**src/hdl/cis_pkg.sv**
```systemverilog
// ----------------------------------------------------------------------------
// cis_pkg
// Shared types and fixed widths for the capped interpolation search block.
// ----------------------------------------------------------------------------
package cis_pkg;

   // field widths
   localparam int IDX_W   = 13;
   localparam int KEY_W   = 27;

   // datapath widths
   localparam int DIFF_W  = IDX_W + 1;          // signed index difference
   localparam int KDIFF_W = KEY_W + 1;          // signed key difference
   localparam int PROD_W  = DIFF_W + KDIFF_W;   // signed product
   localparam int N2_W    = PROD_W + 2;         // 2*num + den
   localparam int DVD_W   = N2_W - 1;           // dividend magnitude
   localparam int DVS_W   = KDIFF_W + 1;        // divisor magnitude (2*|den|)
   localparam int SUM_W   = DVD_W + 2;          // index + signed quotient
   localparam int DCNT_W  = $clog2(DVD_W + 1);

   // request codes
   localparam logic REQ_WRITE  = 1'b0;
   localparam logic REQ_SEARCH = 1'b1;

   typedef enum logic [3:0] {
      ST_IDLE,
      ST_LO_RD,
      ST_LO_CAP,
      ST_PR_RD,
      ST_PR_CAP,
      ST_MUL,
      ST_PREP,
      ST_SGN,
      ST_DIV,
      ST_UPD,
      ST_CLAMP,
      ST_DONE
   } state_type;

endpackage

```
**src/hdl/cis_div.sv**
```systemverilog
// ----------------------------------------------------------------------------
// cis_div
// Unsigned restoring divider, one quotient bit per cycle.
// ----------------------------------------------------------------------------
module cis_div import cis_pkg::*; (
   input  logic             clock,
   input  logic             reset,
   input  logic             start,
   input  logic [DVD_W-1:0] dividend,
   input  logic [DVS_W-1:0] divisor,
   output logic [DVD_W-1:0] quotient,
   output logic             done
);

   logic              busy_ff, busy_in;
   logic [DCNT_W-1:0] cnt_ff, cnt_in;
   logic [DVD_W-1:0]  quo_ff, quo_in;
   logic [DVS_W-1:0]  rem_ff, rem_in;
   logic [DVS_W-1:0]  dvs_ff, dvs_in;
   logic [DVS_W:0]    rem_sh;
   logic [DVS_W:0]    trial;

   assign rem_sh = {rem_ff, quo_ff[DVD_W-1]};
   assign trial  = rem_sh - {1'b0, dvs_ff};

   always_comb begin
      busy_in = busy_ff;
      cnt_in  = cnt_ff;
      quo_in  = quo_ff;
      rem_in  = rem_ff;
      dvs_in  = dvs_ff;
      if (start) begin
         busy_in = 1'b1;
         cnt_in  = DCNT_W'(DVD_W);
         quo_in  = dividend;
         rem_in  = '0;
         dvs_in  = divisor;
      end else if (busy_ff) begin
         if (cnt_ff == '0) begin
            busy_in = 1'b0;
         end else begin
            cnt_in = cnt_ff - DCNT_W'(1);
            if (!trial[DVS_W]) begin
               rem_in = trial[DVS_W-1:0];
               quo_in = {quo_ff[DVD_W-2:0], 1'b1};
            end else begin
               rem_in = rem_sh[DVS_W-1:0];
               quo_in = {quo_ff[DVD_W-2:0], 1'b0};
            end
         end
      end
   end

   always_ff @(posedge clock) begin
      if (reset) begin
         busy_ff <= 1'b0;
         cnt_ff  <= '0;
      end else begin
         busy_ff <= busy_in;
         cnt_ff  <= cnt_in;
      end
      quo_ff <= quo_in;
      rem_ff <= rem_in;
      dvs_ff <= dvs_in;
   end

   assign quotient = quo_ff;
   assign done     = busy_ff && (cnt_ff == '0);

endmodule

```
**config.mk**
```make
export PLATFORM = sky130hd
export DESIGN_NAME = cis_div
export DESIGN_NICKNAME = d
export VERILOG_FILES = /design/src/hdl/cis_pkg.sv /design/src/hdl/cis_div.sv
export SDC_FILE = /design/constraint.sdc
export NUM_CORES = 1
export LEC_CHECK = 0
export BUFFER_PORTS_ARGS = -buffer_cell sky130_fd_sc_hd__buf_2
export CORE_MARGIN = 1
export CORE_UTILIZATION = 60
export CTS_CLUSTER_SIZE = 12
export DETAILED_ROUTE_END_ITERATION = 10
export PLACE_DENSITY = 0.86
export SKIP_LAST_GASP = 1
export SLEW_MARGIN = 20
export SYNTH_ARGS = -nofsm -noshare
export SYNTH_HDL_FRONTEND = slang
export SYNTH_SLANG_ARGS = --single-unit
```
**constraint.sdc**
```tcl
create_clock -name clock -period 4.9 [get_ports clock]
set_input_delay 0.98 -clock clock [delete_from_list [all_inputs] [get_ports clock]]
set_output_delay 0.98 -clock clock [all_outputs]
set_load 0.03 [all_outputs]
```
==> results.md <==
STA:
- The ratio of final minimum period to clock period is 0.665.
- The transition time at the pin with the least slew margin is 1.01 ns.
- Setup repair after global routing left no endpoint under its margin.
- The number of pins exceeding their max-slew limit in the final report is 0.
- The hold violation total from the final report came to 0.
- The aggregate negative setup slack is 0 ns.
- Setup violations remaining at the end of the flow were counted as 0.
- The worst pin sits at a relative slew slack of 0.326.
- The worst clock skew on the final layout is 0.0177 ns.
- The post-layout minimum cycle time is 3.26 ns.
- Static timing analysis puts the maximum clock frequency at 307 MHz.
- Hold timing on the final database bottoms out at a slack of 0.487 ns.

Routing:
- After detailed routing, the number of remaining DRC violations is 0.
- After detailed routing, the number of vias per cell comes to 5.74.
- The starting DRC count in detailed routing is 215.
- After detailed routing, the total wire length is 12800 um.
- In the final routed layout, each cell accounts on average for 16.3 um.
- Summing over every cut layer, the via total after detailed routing is 4526.
- The first-pass iteration count of the detailed router is 5.
- The residual antenna-violating net count after detailed routing is 0.

Global route:
- The global-route wire length before repair is 20300 um.
- The total routing resource utilization after global routing is 0.257.
- The total congestion overflow after global routing is 0.
- Entering global routing, the biggest net connects 81 pins.
- The initial antenna violation count is 0.
- The via count of the first global-routing pass is 4338.

Logic synthesis:
- After synthesis, the most frequently instantiated cells are edfxtp_1, a21oi_1, mux2_2.
- The largest area contributor in the synthesized netlist is edfxtp_1.
- The sequential-to-total area share from yosys stat is 0.484.
- The predominant post-synthesis flop cell is edfxtp_1.
- Ranked by total cell area, the synthesized netlist is headed by edfxtp_1, dfxtp_1, mux2_2.
- In this run, synthesis produced a sequential element count of 108.
- Yosys printed 0 warnings.
- The synthesized net count is 651.
- Of all flip-flops after synthesis, the portion carrying an async set or reset was 0.
- The count of distinct cell types in the synthesized netlist is 57.
- After synthesis, the mean cell area works out to 10.9 um^2.
- The number of synthesized flops with an enable pin is 72.
- The fraction of post-synthesis cell area in the top cell type by area is 0.363.
- The most frequent cell after synthesis is edfxtp_1.
- The synthesized area is 5960 um^2.
- The cell count after synthesis is 544.

Worst hold path:
- The type of the tightest min-delay check is reg2reg.

Worst setup path:
- The dominant cell type by count on the critical path is a211oi_1.
- The critical path goes through ha_1 -> a21o_1 -> a211oi_1 -> o21ai_1 -> a21oi_1 -> nor4b_4 -> a211o_1 -> buf_4 -> mux2i_1 -> a211oi_1.
- The category of cells accounting for the largest share of critical-path delay is compound AO/OA/AOI/OAI gates.
- Data on the critical path is required at its endpoint by 5.13 ns.
- Of all nets on the critical path, the largest fanout is 14.
- STA classifies the critical path startpoint as a register.
- The largest stage delay on the critical path is 0.52 ns.
- The worst setup path is captured at a register.
- Counting both buffers and inverters, the worst setup path holds a total of 1.
- The arrival time at the worst endpoint is 3.48 ns.
- The class of the most critical setup path is reg2reg.
- Among all stages on the critical path, the largest delay is contributed by a211o_1.

Clocking:
- The number of H-tree branching levels is 3.
- For the worst-skew pair, the clock arrives at the later sink with an insertion delay of 0.39 ns.
- The CTS tree is done.
- In this run, CTS created clock tree buffers numbering 9.
- The number of cells upsized or downsized after cts is 0.
- The clock tree buffer depth is 2.
- In this run the post-CTS setup repair buffer count came out at 0.
- The clock root buffer is clkbuf_8.
- The hold buffer count at CTS is 0.
- The number of sinks handled by clock tree synthesis is 108.
- After clock tree synthesis, the clock-pin slew on the worst setup and hold paths is 0.11 ns.

Job:
- The reported max-cap violation count is 0.

Floorplanning:
- The count of standard-cell rows is 35.
- The floorplan step defined a die boundary enclosing 10300 um^2.
- Measured along the y axis, the die boundary spans 102 um.
- The die span in x is 102 um.
- Pin placement for this block handled 119 I/O pins.
- The total area inside the core boundary comes to 9420 um^2.
- The effective utilization at floorplan is 0.633.

Cells and area:
- In the final layout, the share of cells above drive strength 1 is 0.293.
- The number of fill cells in the layout is 666.
- The final standard cell count with taps included and fillers excluded is 788.
- Once layout is complete, the utilization of the core stands at 0.721.
- After the last flow step, the layout net total stands at 761.
- The relative area change from synthesis to final layout is 14.1%.
- 0 antenna diodes ended up in the layout.

Run status:
- The run finished with clean final reports.

Place:
- The total placed cells including tap cells is 772.
- The detailed-placement wirelength estimate is 9270 um.
- The last weighted congestion value of the routability-driven placer is 0.925.
- The number of I/O port buffers is 118.

Power and ir drop:
- The leakage power of the design is 2.86 nW.
- The power per cell area is 339 nW/um^2.
- The worst-case IR drop observed on VDD is 0.000261 V.
[flip-flops by register name, summed over array words and instances (netlist names)]
register  cells
cnt_ff        6
dvs_ff       29
busy_ff       1
quotient     43
rem_ff       29
[power breakdown]
group	internal (mW)	leakage [nW]	switching (mW)	total (mW)
clock network	0.189	0.0923	0.317	0.506
registers	1.08	1.01	0.0509	1.13
logic	0.263	1.75	0.403	0.666
[cell usage in the layout (no fill, tap or decap), types with 6 or more instances in the layout]
cell type	n
a31oi_1	8
ha_1	31
clkbuf_8	9
xor2_1	7
nand3_1	10
or3_1	6
mux2_2	42
a21o_1	7
and3_1	7
inv_1	40
xnor2_1	17
a21oi_1	44
o21ai_0	38
nand2_1	34
buf_2	117
nand2b_1	8
mux2i_1	15
dfxtp_1	36
edfxtp_1	72
o21ai_1	6
nor2_1	20
o21a_1	6
[worst min-delay path: stages (launching register included)]
cell     delay (ns)
dfxtp_1        0.34
nand3_1        0.06
o21ai_1        0.05
[final timing paths]
kind              start          to  slack, ns  cells past startpoint
max          rem_ff[21]  rem_ff[10]       1.64                     10
min reg2reg   rem_ff[1]   rem_ff[1]       0.49                      2
min           rem_ff[1]   rem_ff[1]       0.49                      2
max reg2reg  rem_ff[21]  rem_ff[10]       1.64                     10
[through the flow]
stage,worst slack (ns),cell area [um^2],power (mW)
floorplan,1.96,5960,1.64
global placement,1.72,6620,1.78
detailed placement,1.67,6620,1.81
CTS,1.63,6790,2.31
global route,1.43,6790,2.41
finish,1.64,6790,2.30
[cells by family after synthesis]
| family | synth area share |
|---|---|
| multiplexers | 0.110 |
| buffers and inverters | 0.0458 |
| AO/OA/AOI/OAI | 0.160 |
| AND/OR/NAND/NOR | 0.0966 |
| flip-flops | 0.484 |
| adder cells (fa/ha/maj) | 0.0685 |
| XOR/XNOR | 0.0353 |
[area by class of cell]
| type | count | area, um^2 | share of cell area |
|---|---|---|---|
| clock buffers | 9 | 124 | 0.0182 |
| multi-input cells | 373 | 2800 | 0.413 |
| flip-flops and latches | 108 | 2880 | 0.424 |
| well taps | 129 | 161 | 0.0238 |
| clock inverters | 7 | 48.8 | 0.00718 |
| repair buffers | 122 | 623 | 0.0917 |
| inverters | 40 | 150 | 0.0221 |
[per-layer routing]
layer  vias up  global-route usage  wire, um
li1       2226                   -         -
met1      2109               0.326      5470
met2       174               0.429      6380
met3        17              0.0683       809
met4         0              0.0836       182
met5         -                   0         0
No activity file was read; power rests on OpenSTA's default activity.
